**src/rtl/core/qfs_pkg.sv**
```systemverilog
// shared types and constants for the quoted field splitter
// no dependencies; used by every module of the block
`timescale 1ns / 1ps

package qfs_pkg;

  // configuration register indexes
  localparam logic [0:0] REG_SEPARATOR = 1'd0;
  localparam logic [0:0] REG_ESCAPE    = 1'd1;

  // configuration reset values
  localparam logic [15:0] SEP_RESET = 16'h002C;
  localparam logic [1:0]  ESC_RESET = 2'd2;

  // escape mode bits
  localparam int unsigned ESC_BIT_BSLASH = 0;
  localparam int unsigned ESC_BIT_DOUBLE = 1;

  // input item kinds
  localparam logic KIND_CHAR = 1'b0;
  localparam logic KIND_EOL  = 1'b1;

  // result kinds
  localparam logic RES_CHAR = 1'b0;
  localparam logic RES_END  = 1'b1;

  // open quote codes on the final field end
  localparam logic [1:0] OQ_NONE   = 2'd0;
  localparam logic [1:0] OQ_SINGLE = 2'd1;
  localparam logic [1:0] OQ_DOUBLE = 2'd2;

  // special code units
  localparam logic [15:0] CHR_SQUOTE = 16'h0027;
  localparam logic [15:0] CHR_DQUOTE = 16'h0022;
  localparam logic [15:0] CHR_BSLASH = 16'h005C;
  localparam logic [15:0] CHR_SPACE  = 16'h0020;

  // output word layout
  localparam int unsigned OUT_DATA_W = 24;

  typedef struct packed {
    logic [15:0] sep;
    logic [1:0]  esc_mode;
  } cfg_t;

  typedef struct packed {
    logic        kind;
    logic [15:0] fchar;
    logic [1:0]  open_q;
    logic        last;
  } res_t;

endpackage

```
**src/rtl/core/qfs_cfg_regs.sv**
```systemverilog
// configuration registers of the quoted field splitter
// depends on qfs_pkg
`timescale 1ns / 1ps

module qfs_cfg_regs (
  input  logic          clk_i,
  input  logic          rst_ni,
  input  logic          wr_en_i,
  input  logic [0:0]    wr_addr_i,
  input  logic [15:0]   wr_data_i,
  output qfs_pkg::cfg_t cfg_o
);
  import qfs_pkg::*;

  logic [15:0] sep_q;
  logic [1:0]  esc_q;

  // register writes, one word per accepted write
  always_ff @(posedge clk_i or negedge rst_ni) begin
    if (!rst_ni) begin
      sep_q <= SEP_RESET;
      esc_q <= ESC_RESET;
    end else if (wr_en_i) begin
      unique case (wr_addr_i)
        REG_SEPARATOR: sep_q <= wr_data_i;
        REG_ESCAPE:    esc_q <= wr_data_i[1:0];
        default: ;
      endcase
    end
  end

  assign cfg_o.sep      = sep_q;
  assign cfg_o.esc_mode = esc_q;

endmodule

```
**src/rtl/core/qfs_parser.sv**
```systemverilog
// parse state and per-character step logic of the quoted field splitter
// depends on qfs_pkg
`timescale 1ns / 1ps

module qfs_parser (
  input  logic          clk_i,
  input  logic          rst_ni,
  input  qfs_pkg::cfg_t cfg_i,
  input  logic          step_i,
  input  logic          kind_i,
  input  logic [15:0]   code_unit_i,
  output logic          res_vld_o,
  output qfs_pkg::res_t res_o
);
  import qfs_pkg::*;

  typedef enum logic [2:0] {
    MODE_BEG = 3'd0,
    MODE_SEP = 3'd1,
    MODE_UNQ = 3'd2,
    MODE_Q1  = 3'd3,
    MODE_Q2  = 3'd4
  } mode_e;

  mode_e mode_q, mode_d;
  logic  cqp_q, cqp_d;
  logic  esc_q, esc_d;

  // unicode whitespace set used when the separator is a space
  function automatic logic is_white(input logic [15:0] c);
    logic w;
    w = (c >= 16'h0009 && c <= 16'h000D) || (c >= 16'h2000 && c <= 16'h200A) ||
        c == 16'h0020 || c == 16'h0085 || c == 16'h00A0 || c == 16'h1680 ||
        c == 16'h2028 || c == 16'h2029 || c == 16'h202F || c == 16'h205F ||
        c == 16'h3000;
    return w;
  endfunction

  // next state and result for one item
  always_comb begin
    logic  quoted;
    logic  sep_any;
    logic  is_sep;
    logic  is_quote;
    logic  dbl;
    logic  bsl;
    mode_e m;
    mode_e own_mode;

    mode_d    = mode_q;
    cqp_d     = cqp_q;
    esc_d     = esc_q;
    res_vld_o = 1'b0;
    res_o     = '0;

    dbl      = cfg_i.esc_mode[ESC_BIT_DOUBLE];
    bsl      = cfg_i.esc_mode[ESC_BIT_BSLASH];
    m        = mode_q;
    quoted   = (mode_q == MODE_Q1) || (mode_q == MODE_Q2);
    sep_any  = (cfg_i.sep == CHR_SPACE);
    is_sep   = (code_unit_i == cfg_i.sep) || (sep_any && is_white(code_unit_i));
    is_quote = (code_unit_i == CHR_SQUOTE) || (code_unit_i == CHR_DQUOTE);
    own_mode = (code_unit_i == CHR_SQUOTE) ? MODE_Q1 : MODE_Q2;

    if (kind_i == KIND_EOL) begin
      // end of line: close the last field and return to line start
      if (cqp_q) m = MODE_UNQ;
      res_o.kind = RES_END;
      res_o.last = 1'b1;
      if (m == MODE_SEP || m == MODE_UNQ) begin
        res_vld_o = 1'b1;
      end else if (m == MODE_Q1) begin
        res_vld_o    = 1'b1;
        res_o.open_q = OQ_SINGLE;
      end else if (m == MODE_Q2) begin
        res_vld_o    = 1'b1;
        res_o.open_q = OQ_DOUBLE;
      end
      mode_d = MODE_BEG;
      cqp_d  = 1'b0;
      esc_d  = 1'b0;
    end else if (esc_q) begin
      // escaped character is taken literally
      esc_d       = 1'b0;
      if (!quoted) mode_d = MODE_UNQ;
      res_vld_o   = 1'b1;
      res_o.kind  = RES_CHAR;
      res_o.fchar = code_unit_i;
    end else if (cqp_q && ((m == MODE_Q1 && code_unit_i == CHR_SQUOTE) ||
                           (m == MODE_Q2 && code_unit_i == CHR_DQUOTE))) begin
      // doubled quote stands for one quote
      cqp_d       = 1'b0;
      res_vld_o   = 1'b1;
      res_o.kind  = RES_CHAR;
      res_o.fchar = code_unit_i;
    end else begin
      // a pending quote that is not doubled closed the field
      if (cqp_q) begin
        cqp_d  = 1'b0;
        m      = MODE_UNQ;
        quoted = 1'b0;
        mode_d = MODE_UNQ;
      end
      res_o.fchar = code_unit_i;
      if (is_quote) begin
        if (m == own_mode) begin
          if (dbl) cqp_d = 1'b1;
          else mode_d = MODE_UNQ;
        end else if (m == MODE_UNQ || quoted) begin
          res_vld_o = 1'b1;
        end else begin
          mode_d = own_mode;
        end
      end else if (is_sep) begin
        if (quoted) begin
          res_vld_o = 1'b1;
        end else if (m == MODE_SEP) begin
          // runs of whitespace collapse into one field end
          if (!sep_any) begin
            res_vld_o   = 1'b1;
            res_o.kind  = RES_END;
            res_o.fchar = '0;
          end
        end else begin
          mode_d      = MODE_SEP;
          res_vld_o   = 1'b1;
          res_o.kind  = RES_END;
          res_o.fchar = '0;
        end
      end else if (code_unit_i == CHR_BSLASH && bsl) begin
        esc_d = 1'b1;
      end else begin
        if (!quoted) mode_d = MODE_UNQ;
        res_vld_o = 1'b1;
      end
      if (!res_vld_o) res_o.fchar = '0;
    end
  end

  // parse state, advanced once per processed item
  always_ff @(posedge clk_i or negedge rst_ni) begin
    if (!rst_ni) begin
      mode_q <= MODE_BEG;
      cqp_q  <= 1'b0;
      esc_q  <= 1'b0;
    end else if (step_i) begin
      mode_q <= mode_d;
      cqp_q  <= cqp_d;
      esc_q  <= esc_d;
    end
  end

endmodule

```
**src/rtl/core/quoted_field_splitter.sv**
```systemverilog
// Quoted field splitter: takes one 16-bit code unit or end-of-line mark per word and
// gives at most one result word, a field character or a field end. Each word passes an
// input register and then, through the parse logic, the result register; the sustained
// rate is one word per clock while the result stream is not stalled. The parse step
// waits while a result word is stalled, so a stalled output lets one more input word
// into the input register and then holds the input as well. Words that yield no result
// (an opening or closing quote, an escape backslash, an empty line) leave no output word.
// Configuration writes are always accepted and must only occur while the block is idle.
// depends on qfs_pkg, qfs_cfg_regs, qfs_parser
`timescale 1ns / 1ps

module quoted_field_splitter (
  input  logic        clk_i,
  input  logic        rst_ni,
  // input stream
  input  logic        s_axis_tvalid_i,
  output logic        s_axis_tready_o,
  input  logic [15:0] s_axis_tdata_i,   // [15:0] code_unit
  input  logic        s_axis_tuser_i,   // [0] kind
  // result stream
  output logic        m_axis_tvalid_o,
  input  logic        m_axis_tready_i,
  output logic [qfs_pkg::OUT_DATA_W-1:0] m_axis_tdata_o, // [15:0] field_char,
                                                         // [17:16] open_quote, rest zero
  output logic        m_axis_tuser_o,   // [0] result_kind
  output logic        m_axis_tlast_o,   // line_done
  // configuration writes
  input  logic        cfg_valid_i,
  output logic        cfg_ready_o,
  input  logic [0:0]  cfg_addr_i,
  input  logic [15:0] cfg_data_i
);
  import qfs_pkg::*;

  cfg_t        cfg;
  logic        in_vld_q;
  logic        in_kind_q;
  logic [15:0] in_cu_q;
  logic        out_vld_q;
  res_t        out_res_q;
  logic        out_free;
  logic        step;
  logic        res_vld;
  res_t        res;

  assign cfg_ready_o = 1'b1;

  qfs_cfg_regs u_cfg_regs (
    .clk_i     (clk_i),
    .rst_ni    (rst_ni),
    .wr_en_i   (cfg_valid_i),
    .wr_addr_i (cfg_addr_i),
    .wr_data_i (cfg_data_i),
    .cfg_o     (cfg)
  );

  // pipeline flow control
  assign out_free        = !out_vld_q || m_axis_tready_i;
  assign step            = in_vld_q && out_free;
  assign s_axis_tready_o = !in_vld_q || out_free;

  // input register
  always_ff @(posedge clk_i or negedge rst_ni) begin
    if (!rst_ni) begin
      in_vld_q <= 1'b0;
    end else if (s_axis_tready_o) begin
      in_vld_q <= s_axis_tvalid_i;
    end
  end

  always_ff @(posedge clk_i) begin
    if (s_axis_tvalid_i && s_axis_tready_o) begin
      in_kind_q <= s_axis_tuser_i;
      in_cu_q   <= s_axis_tdata_i;
    end
  end

  qfs_parser u_parser (
    .clk_i       (clk_i),
    .rst_ni      (rst_ni),
    .cfg_i       (cfg),
    .step_i      (step),
    .kind_i      (in_kind_q),
    .code_unit_i (in_cu_q),
    .res_vld_o   (res_vld),
    .res_o       (res)
  );

  // result register
  always_ff @(posedge clk_i or negedge rst_ni) begin
    if (!rst_ni) begin
      out_vld_q <= 1'b0;
    end else if (step) begin
      out_vld_q <= res_vld;
    end else if (m_axis_tready_i) begin
      out_vld_q <= 1'b0;
    end
  end

  always_ff @(posedge clk_i) begin
    if (step && res_vld) begin
      out_res_q <= res;
    end
  end

  assign m_axis_tvalid_o = out_vld_q;
  assign m_axis_tdata_o  = {{(OUT_DATA_W - 18){1'b0}}, out_res_q.open_q, out_res_q.fchar};
  assign m_axis_tuser_o  = out_res_q.kind;
  assign m_axis_tlast_o  = out_res_q.last;

endmodule

```
**config.mk**
```make
export PLATFORM = sky130hd
export DESIGN_NAME = quoted_field_splitter
export DESIGN_NICKNAME = d
export VERILOG_FILES = /design/src/rtl/core/qfs_pkg.sv /design/src/rtl/core/qfs_cfg_regs.sv /design/src/rtl/core/qfs_parser.sv /design/src/rtl/core/quoted_field_splitter.sv
export SDC_FILE = /design/constraint.sdc
export NUM_CORES = 1
export LEC_CHECK = 0
export ABC_AREA = 1
export BUFFER_PORTS_ARGS = -buffer_cell sky130_fd_sc_hd__buf_2
export CORE_MARGIN = 5
export CORE_UTILIZATION = 56
export DETAILED_ROUTE_END_ITERATION = 8
export PLACE_DENSITY = 0.88
export SETUP_SLACK_MARGIN = 0.1
export SLEW_MARGIN = 20
export SYNTH_ARGS = -nofsm -noshare
export SYNTH_HDL_FRONTEND = slang
export SYNTH_HIERARCHICAL = 1
export SYNTH_SLANG_ARGS = --single-unit
```
**constraint.sdc**
```tcl
create_clock -name clk_i -period 2.85 [get_ports clk_i]
set_input_delay 0.4275 -clock clk_i [delete_from_list [all_inputs] [get_ports clk_i]]
set_output_delay 0.4275 -clock clk_i [all_outputs]
set_load 0.02 [all_outputs]
```
# Word level (Yosys, flattened, before mapping)
# Index checks and enable logic that the tools add are counted.
# Widths: inputs -> output; s select.
# word_totals
inputBits,39
register_bits,62
# op_classes
n_bitwise,2
magnitude_cmp,4
eq_ne,26
muxes,65
reduce_logical,37
# ops
op,n
$mux 17,7
$eq 16x14->1 const B,5
$eq 16x6->1 const B,4
$mux 3,19
$mux 1,36
$eq 16x8->1 const B,2
$logic_or 1x1->1,18
$eq 16x13->1 const B,1
$eq 16x16->1,1
$eq 16x7->1 const B,1
$ge 16x14->1 const B,1
$ge 16x4->1 const B,1
$le 16x14->1 const B,1
$le 16x4->1 const B,1
$mux 16,1
$eq 3x2->1 const B,4
$logic_and 1x1->1,10
$eq 3x1->1 const B,2
$eq 3x3->1 const B,2
$reduce_and 2->1,3
$mux 2,2
$eq 3x3->1,1
$ne 3x2->1 const B,1
$ne 3x3->1 const B,1
7 further kinds,9

# Longest topological paths before layout
# Gate-level depths: netlist of run 1.
# logic_depth
ltp_word,23
depth_mapped,18
mapped_depth_nobuf,17

# Modules after synthesis
# The synthesis of run 1 kept the hierarchy.
# modules_own_cells
module,n_inst,seq_area_each_um2,area_per_inst_um2,cells_per_inst
qfs_parser,1,125.1,1652.8,300
quoted_field_splitter,1,1161.1,1280.0,61
qfs_cfg_regs,1,455.4,744.5,79

# Worst setup path after synthesis of run 1
# No wires, ideal clock.
# synth_timing
kind,reg-to-reg
startpoint,reg in_cu_q[8]
endpoint,"reg out_res_q, in the netlist m_axis_tdata_o[0] (enable)"
setup_slack_ns,0.327
path_stages_with_launch,14
required_ns,2.469
period_less_slack_ns,2.523
arrival_ns,2.142
setup_time_ns,0.381
cell_sequence,edfxtp_1 > nor2_4 > nand3_4 > nor2_8 > nand2_2 > o21ai_4 > nand2_1 > nand2_1 > nand3_1 > nand2_1 > nand2_1 > nand2_1 > inv_1 > nor2_2
# synth_via
elab_chain_len,23
elab_cells_between_ends,50
classes_between,order compare (4); eq/ne (14); mux (11); reduce/logical (21)
# synth_lines
item,line,source
from (decl),quoted_field_splitter.sv:38,logic [15:0] in_cu_q;
from (signal assigned),quoted_field_splitter.sv:74,in_cu_q <= s_axis_tdata_i;
$ge 16x4->1 (tied with other cells),qfs_parser.sv:32,w = (c >= 16'h0009 && c <= 16'h000D) || (c >= 16'h2000 && c <= 16'h200A) ||
$logic_and 1x1->1,qfs_parser.sv:32,
$logic_or 1x1->1 (2 in series),qfs_parser.sv:32,
$logic_or 1x1->1 (4 in series),qfs_parser.sv:33,c == 16'h0020 || c == 16'h0085 || c == 16'h00A0 || c == 16'h1680 ||
$logic_or 1x1->1 (4 in series),qfs_parser.sv:34,c == 16'h2028 || c == 16'h2029 || c == 16'h202F || c == 16'h205F ||
$logic_and 1x1->1,qfs_parser.sv:61,is_sep = (code_unit_i == cfg_i.sep) || (sep_any && is_white(code_unit_i));
$logic_or 1x1->1,qfs_parser.sv:61,
$mux 1,qfs_parser.sv:114,end else if (is_sep) begin
$mux 1,qfs_parser.sv:105,if (is_quote) begin
$mux 1,qfs_parser.sv:89,end else if (cqp_q && ((m == MODE_Q1 && code_unit_i == CHR_SQUOTE) ||
$mux 1,qfs_parser.sv:82,end else if (esc_q) begin
$mux 1,qfs_parser.sv:65,if (kind_i == KIND_EOL) begin
$mux 1 *,qfs_parser.sv:89,
$mux 1 *,qfs_parser.sv:82,
$mux 1 *,qfs_parser.sv:65,
via res_vld,quoted_field_splitter.sv:43,logic res_vld;
$logic_and 1x1->1 *,quoted_field_splitter.sv:101,if (step && res_vld) begin
to (signal assigned),quoted_field_splitter.sv:102,out_res_q <= res;
to (decl),quoted_field_splitter.sv:40,res_t out_res_q;
# The timed path passes the listed nets; every way through them passes the cells marked *. The select of a mux whose other input is x is not followed.
# A chain may end at the register's enable or synchronous reset.

# Worst setup path after layout of run 1
# layout_timing
startpoint,reg in_cu_q[6]
endpoint,"reg out_res_q, in the netlist m_axis_tdata_o[6] (enable)"
# The elaborated chain is that of the path after synthesis.

==> results.md, run 1 <==
- Number of synthesized register bits: 62
- Starting density of the core: 57.6%
- Primary flip-flop cell chosen by synthesis mapping: sky130_fd_sc_hd__edfxtp_1
- Cells after synthesis: 440
- Dominant combinational cell family by area after synthesis: simple AND/OR/NAND/NOR gates
- Io pins: 68
- Area after detailed placement: 3940 µm²
- First-pass GRT wire length: 14000 µm
- Met3 routed WL: 613 µm
- TritonCTS Buffers: 9
- Worst slew slack as a fraction of its limit: 53.3%
- Post-route clock skew: 0.0101 ns
- Number of clock sinks seen by CTS: 62
- Net count reported at finish: 538
- Post-synthesis share of cell area spent on xor and xnor gates: 2.14%
- Mean number of vias per cell: 5.39
- Max Slew Vio Count: 0
- Multiplexer fraction of the synthesized cell area: 0%
- Synth Area in Compound Gates: 6.16%
- DRC marker count from the first detailed-route iteration: 287
- Slew of the pin with the lowest slew margin: 0.700 ns
- Maximum count of clock buffers along a single path: 2
- Cell Rows: 29
- Gpl congestion: 0.936
- Hold-fix buffers, CTS: 0
- Die X: 91.0 µm
- Count of cell types in the netlist: 38
- Cells traversed along the worst timing path: nor2_1, nand2_1, nor3_2, nand2_2, o21ai_4, nand2_1, nand2_1, nand3_1, nand2_1, nand2_1, nand2_1, inv_1, nor2_2, buf_6
- CP endpoint kind: flip-flop
- Required time of the critical path: 2.88 ns
- Part of the Yosys area used for sequential elements: 47.4%
- Hold violation total from the final report: 0
- IO buf count: 60
- Final-layout fill cell count: 540
- TritonCTS clock tree: built
- Layout cell share with drive strength beyond 1: 24.0%
- DRC violations left: 0
- Final setup vio count: 0
- Met1 Wirelength: 3800 µm
- Post-synth ARST share: 40.3%
- Total global routing overflow: 0
- Total number of vias: 3134
- Peak supply drop: 0.430 mV
- Maximum number of pins on one net before global-route repair: 26
- Basic-gate share of the synthesized area counting and, or, nand and nor cells: 34.5%
- Detail Route Antenna Nets: 0
- H-tree depth: 3
- Arrival time at the worst endpoint: 2.47 ns
- Syn_area_per_cell: 8.36 µm²
- Post-synthesis adder-cell area fraction: 0%
- CTS clk-pin slew, worst paths: 0.07 ns
- Number of antenna repair diodes: 0
- Most common cell after layout, fill and taps aside: sky130_fd_sc_hd__nand2_1
- Post-Layout Inst Area: 4120 µm²
- Type of origin of the critical path: flip-flop
- Cell occurring most often along the worst timing path: sky130_fd_sc_hd__nand2_1
- Share of the clock period used by the worst path after layout: 85.6%
- Clock root buffer: sky130_fd_sc_hd__clkbuf_8
- Vert. Die Dim: 91.0 µm
- Peak Freq: 0.410 GHz
- Placed wire-length estimate: 6370 µm
- Number of antenna violations at the first check in global routing: 0
- Accumulated negative setup slack: 0 ns
- Crit path largest cell delay: 0.48 ns
- Via count of the first global-routing pass: 2947
- Number of enable-type register cells in the synthesized netlist: 37
- Area of the die: 8290 µm²
- Top routing layer in use: met4
- Unrepaired setup endpoints after global routing: no
- Number of synthesis warnings: 6
- Power density normalized to cell area: 527 nW/µm²
- Global-route usage over all layers: 20.7%
- Classification of the worst setup path: flip-flop to flip-flop
- Max Fanout on Critical Path: 20
- Area added between synthesis and finish: 12.1%
- # Max-Cap Violations: 0
- Slowest-stage cell, CP: sky130_fd_sc_hd__edfxtp_1
- Insertion delay to the later sink of the worst-skew pair: 0.34 ns
- Final critical path time including I/O delays and setup: 2.44 ns
- Result of the run: complete, no violations
- Top library cells by usage in the layout, fill and taps aside: sky130_fd_sc_hd__nand2_1 (123), sky130_fd_sc_hd__buf_2 (60), sky130_fd_sc_hd__nand3_1 (58), sky130_fd_sc_hd__inv_1 (48), sky130_fd_sc_hd__nor2_1 (40)
- Worst hold path class: input pin to asynchronous set/reset pin
- Number of detailed-route iterations in the first pass: 5
- WL met2: 3830 µm
- P_leak: 2.01 nW
- Core footprint: 6390 µm²
- Post-synthesis instance area: 3680 µm²
- Routed wire per std cell: 14.4 µm
- Post-Route WL: 8360 µm
registers in the layout, summed over array words and instances (netlist names), 2 cells and up:
| signal | flops |
|---|---|
| m_axis_tdata_o | 18 |
| u_cfg_regs/esc_q | 2 |
| u_parser/mode_q | 3 |
| u_cfg_regs/sep_q | 16 |
| in_cu_q | 16 |
final timing paths:
path / slack (ns) / depth (start not counted) / end / startpoint
setup / recovery: 0.41 / 14 / m_axis_tdata_o[6]$_DFFE_PP_ / in_cu_q[6]$_DFFE_PP_
hold / removal: 0.07 / 1 / u_parser/cqp_q$_DFFE_PN0P_ / rst_ni
min in group clk_i: 0.26 / 1 / in_cu_q[13]$_DFFE_PP_ / s_axis_tdata_i[13]
hold reg to reg: 0.46 / 2 / u_cfg_regs/esc_q[1]$_DFFE_PN1P_ / u_cfg_regs/esc_q[1]$_DFFE_PN1P_
setup reg to reg: 0.41 / 14 / m_axis_tdata_o[6]$_DFFE_PP_ / in_cu_q[6]$_DFFE_PP_
max in group asynchronous: 2.39 / 1 / u_cfg_regs/sep_q[5]$_DFFE_PN1P_ / rst_ni
cell type report:
class / count / area, µm² / area share, %
clock buffer: 12 / 145 / 3.52
multi-input combinational: 313 / 1600 / 38.8
clock inverter: 4 / 31.3 / 0.759
inverter: 52 / 195 / 4.74
timing repair buffer: 61 / 312 / 7.56
sequential: 62 / 1740 / 42.3
tap: 77 / 96.3 / 2.34
per-stage QoR:
step	setup WS, ns	hold WS (ns)	cells	power (W)	utilization, %
after global routing	0.134	0.109	581	0.00227	64.5
final	0.411	0.0702	581	0.00217	64.5
after floorplan	0.327	0.132	445	0.00138	-
after global placement	0.419	0.434	565	0.00147	61.7
after CTS	0.378	0.0809	581	0.00217	64.5
after detailed placement	0.396	0.444	565	0.00149	61.7
cells by family (layout without fill, tap and decap cells):
group                     count (synthesis)  count (layout)
other                                     2               7
AOI/OAI and AO/OA                        31              31
buffers and inverters                    70             129
xor gates and xnor gates                  9               9
and+or+nand+nor                         266             266
DFF                                      62              62
per-layer routing:
metal,vias up,GRT usage [%]
met5,-,0
met4,0,7.70
li1,1542,-
met1,1436,28.5
met3,14,4.79
met2,142,31.9
critical path, delay by kind of cell, from the launching register on:
family / cells / cell delay [ns]
buf+inv: 2 / 0.26
simple gates: 11 / 1.14
compound gates: 1 / 0.23
flops: 1 / 0.48
what timing repair did:
action	CTS	global route
hold endpoints to repair	0	0
setup buffers	0	0
resized for setup	0	1
endpoints found under the setup margin	0	20
Yosys cell counts (2+ instances only):
cell                         n  area [µm²]
sky130_fd_sc_hd__nor2_1     40         150
sky130_fd_sc_hd__nand3_1    58         290
sky130_fd_sc_hd__buf_4       9        67.6
sky130_fd_sc_hd__buf_6       6        67.6
sky130_fd_sc_hd__nor2_2      4        25.0
sky130_fd_sc_hd__nand2_2     6        37.5
sky130_fd_sc_hd__nand3_4     2        35.0
sky130_fd_sc_hd__conb_1      2        7.51
sky130_fd_sc_hd__o21ai_0     7        35.0
sky130_fd_sc_hd__o21ai_1     3        15.0
sky130_fd_sc_hd__nand3_2     4        40.0
sky130_fd_sc_hd__a21oi_1     7        35.0
sky130_fd_sc_hd__a21oi_2    10        87.6
sky130_fd_sc_hd__nand4_1    11        68.8
sky130_fd_sc_hd__inv_1      48         180
sky130_fd_sc_hd__dfrtp_1    21         526
sky130_fd_sc_hd__dfstp_2     4         105
sky130_fd_sc_hd__nand2_1   123         462
sky130_fd_sc_hd__nand2_4     6        67.6
sky130_fd_sc_hd__edfxtp_1   37        1110
sky130_fd_sc_hd__inv_2       3        11.3
sky130_fd_sc_hd__nor4_1      2        12.5
sky130_fd_sc_hd__xnor2_1     9        78.8
sky130_fd_sc_hd__nor3_1      4        20.0
power by group:
group / internal, W / switching (W)
clock: 0.000343 / 0.000349
combinational: 0.000121 / 0.000233
sequential: 0.00105 / 0.0000744
total: 0.00151 / 0.000656
Note: power is estimated with default switching activity, not from simulation.
==> inputs of run 2 (changes only) <==
--- a/config.mk
+++ b/config.mk
@@ -10,6 +10,7 @@
 export CORE_MARGIN = 5
 export CORE_UTILIZATION = 56
 export DETAILED_ROUTE_END_ITERATION = 8
+export GPL_ROUTABILITY_DRIVEN = 0
 export PLACE_DENSITY = 0.88
 export SETUP_SLACK_MARGIN = 0.1
 export SLEW_MARGIN = 20
==> constraint.sdc (replaced) <==
create_clock -name clk_i -period 2.85 [get_ports clk_i]
set_input_delay 0.57 -clock clk_i [delete_from_list [all_inputs] [get_ports clk_i]]
set_output_delay 0.57 -clock clk_i [all_outputs]
set_load 0.02 [all_outputs]
==> run 2 against run 1 <==
Compared with the run above: sequential power hardly changed; critical path type unchanged; fmax is 1.4% lower; clock skew is 0.0010 ns higher.
==> results.md, run 2 (synthesis results as in run 1) <==
- Worst slew slack as a fraction of its limit: 58.0% (was 53.3%)
- Number of detailed-route iterations in the first pass: 6 (was 5)
- Top library cells by usage in the layout, fill and taps aside: sky130_fd_sc_hd__nand2_1 (123), sky130_fd_sc_hd__buf_2 (60), sky130_fd_sc_hd__nand3_1 (58), sky130_fd_sc_hd__inv_1 (48), sky130_fd_sc_hd__nor2_1 (40) (unchanged)
- Area of the die: 8290 µm² (unchanged)
- Post-Route WL: 8250 µm (was 8360 µm)
- Via count of the first global-routing pass: 3050 (was 2947)
- Peak supply drop: 0.346 mV (was 0.430 mV)
- Power density normalized to cell area: 537 nW/µm² (was 527 nW/µm²)
- Type of origin of the critical path: flip-flop (unchanged)
- Worst hold path class: input pin to asynchronous set/reset pin (unchanged)
- Hold-fix buffers, CTS: 0 (unchanged)
- CP endpoint kind: flip-flop (unchanged)
- Cells traversed along the worst timing path: inv_1, nand3_4, nor2_8, nand2_2, o21ai_4, nand2_1, nand2_1, nand3_1, nand2_1, nand2_1, nand2_1, inv_1, nor2_2, buf_4 (was nor2_1, nand2_1, nor3_2, nand2_2, o21ai_4, nand2_1, nand2_1, nand3_1, nand2_1, nand2_1, nand2_1, inv_1, nor2_2, buf_6)
- Worst hold slack: 0.193 ns (was 0.0702 ns)
- P_leak: 2.02 nW (was 2.01 nW)
- Maximum count of clock buffers along a single path: 2 (unchanged)
- Number of post-CTS setup repair buffers: 0 (unchanged)
- Most common cell after layout, fill and taps aside: sky130_fd_sc_hd__nand2_1 (unchanged)
- Setup slack of the most critical reg-to-reg path: 0.38 ns (was 0.41 ns)
- Io pins: 68 (unchanged)
- Max Slew Vio Count: 0 (unchanged)
- First-pass GRT wire length: 13900 µm (was 14000 µm)
- Number of clock sinks seen by CTS: 62 (unchanged)
- Final-layout fill cell count: 526 (was 540)
- Routed wire per std cell: 14.2 µm (was 14.4 µm)
- Placed wire-length estimate: 6460 µm (was 6370 µm)
- Net count reported at finish: 539 (was 538)
- Number of antenna repair diodes: 0 (unchanged)
- Layout cell share with drive strength beyond 1: 24.2% (was 24.0%)
- Vert. Die Dim: 91.0 µm (unchanged)
- Peak Freq: 0.404 GHz (was 0.410 GHz)
- IO buf count: 60 (unchanged)
- Arrival time at the worst endpoint: 2.50 ns (was 2.47 ns)
- Classification of the worst setup path: flip-flop to flip-flop (unchanged)
- Sequential standard cell area: 1740 µm² (unchanged)
- Hold violation total from the final report: 0 (unchanged)
- Unrepaired setup endpoints after global routing: no (unchanged)
- Multi-input gate area in the final layout: 1600 µm² (unchanged)
- Max Fanout on Critical Path: 20 (unchanged)
- H-tree depth: 3 (unchanged)
- Flip-flop count of the largest register after layout: 18 (unchanged)
- Crit path largest cell delay: 0.49 ns (was 0.48 ns)
- Insertion delay to the later sink of the worst-skew pair: 0.35 ns (was 0.34 ns)
- Share of the clock period used by the worst path after layout: 86.8% (was 85.6%)
- Cell Rows: 29 (unchanged)
- Post-route clock skew: 0.0112 ns (was 0.0101 ns)
- Endpoint of the most critical register-to-register path: m_axis_tdata_o[8]$_DFFE_PP_ (was m_axis_tdata_o[6]$_DFFE_PP_)
- Result of the run: complete, no violations (unchanged)
- Clock root buffer: sky130_fd_sc_hd__clkbuf_8 (unchanged)
- # Max-Cap Violations: 0 (unchanged)
- Slowest-stage cell, CP: sky130_fd_sc_hd__edfxtp_1 (unchanged)
- Final critical path time including I/O delays and setup: 2.47 ns (was 2.44 ns)
- Post-route total power: 0.00222 W (was 0.00217 W)
- Number of gates resized after cts: 0 (unchanged)
- Launching point of the worst reg2reg path: in_cu_q[10]$_DFFE_PP_ (was in_cu_q[6]$_DFFE_PP_)
- Area after detailed placement: 3950 µm² (was 3940 µm²)
- Cell occurring most often along the worst timing path: sky130_fd_sc_hd__nand2_1 (unchanged)
- Required time of the critical path: 2.88 ns (about the same)
- Starting density of the core: 57.6% (unchanged)
- Number of antenna violations at the first check in global routing: 0 (unchanged)
- TritonCTS clock tree: built (unchanged)
- Final setup vio count: 0 (unchanged)
- Die X: 91.0 µm (unchanged)
- Mean number of vias per cell: 5.49 (was 5.39)
- TritonCTS Buffers: 9 (unchanged)
- Slew of the pin with the lowest slew margin: 0.630 ns (was 0.700 ns)
- CTS clk-pin slew, worst paths: 0.07 ns (about the same)
- DRC violations left: 0 (unchanged)
- Total number of vias: 3193 (was 3134)
- Post-Layout Inst Area: 4140 µm² (was 4120 µm²)
- Detail Route Antenna Nets: 0 (unchanged)
- DRC marker count from the first detailed-route iteration: 403 (was 287)
- Maximum number of pins on one net before global-route repair: 26 (unchanged)
- Global-route usage over all layers: 20.6% (was 20.7%)
- Count of cells along the worst register-to-register path: 14 (unchanged)
- Accumulated negative setup slack: 0 ns (unchanged)
- Area added between synthesis and finish: 12.6% (was 12.1%)
- Core footprint: 6390 µm² (unchanged)
- Total global routing overflow: 0 (unchanged)
-- run 2: power by group --
group | internal (W) | switching [W] | total [W]
combinational | 0.000121 | 0.000227 | 0.000348
clock | 0.000400 | 0.000347 | 0.000747
sequential | 0.00105 | 0.0000768 | 0.00113
-- run 2: final cells by class --
type                       count  area share, %
clock inverter                 6           1.51
tap                           77           2.33
timing repair buffer          62           7.62
clock buffer                  10           3.08
inverter                      52           4.72
sequential                    62           42.1
multi-input combinational    313           38.7
-- run 2: per-stage QoR --
step	utilization [%]	worst slack, ns	std cells
2_1_floorplan	-	0.327	445
3_3_place_gp	61.8	0.509	566
3_5_place_dp	61.8	0.424	566
4_1_cts	64.8	0.404	582
5_1_grt	64.8	0.142	582
6_report	64.8	0.376	582
-- run 2: worst max-delay path by stage --
stage,from,endpoint,depth (start not counted)
global placement,in_cu_q[12]$_DFFE_PP_,m_axis_tdata_o[14]$_DFFE_PP_,14
detailed placement,in_cu_q[6]$_DFFE_PP_,m_axis_tdata_o[15]$_DFFE_PP_,14
global route,in_cu_q[3]$_DFFE_PP_,m_axis_tdata_o[0]$_DFFE_PP_,17
floorplan,in_cu_q[8]$_DFFE_PP_,m_axis_tdata_o[0]$_DFFE_PP_,13
finish,in_cu_q[10]$_DFFE_PP_,m_axis_tdata_o[8]$_DFFE_PP_,14
CTS,in_cu_q[12]$_DFFE_PP_,m_axis_tdata_o[10]$_DFFE_PP_,14
-- run 2: metal layers --
layer  part of all wire (%)  global-route usage, %  vias to the layer above
met5                      0                      0                        -
met2                     46                   32.3                      187
li1                       -                      -                     1538
met1                     41                   26.1                     1432
met3                    8.9                   5.21                       36
met4                    3.6                   11.1                        0
-- run 2: critical path: cells and delay by family, from the launching register on --
kind                   cells  cell delay (ns)
DFF                        1             0.49
buffers and inverters      3             0.48
and+or+nand+nor           10             0.92
AOI/OAI and AO/OA          1             0.25
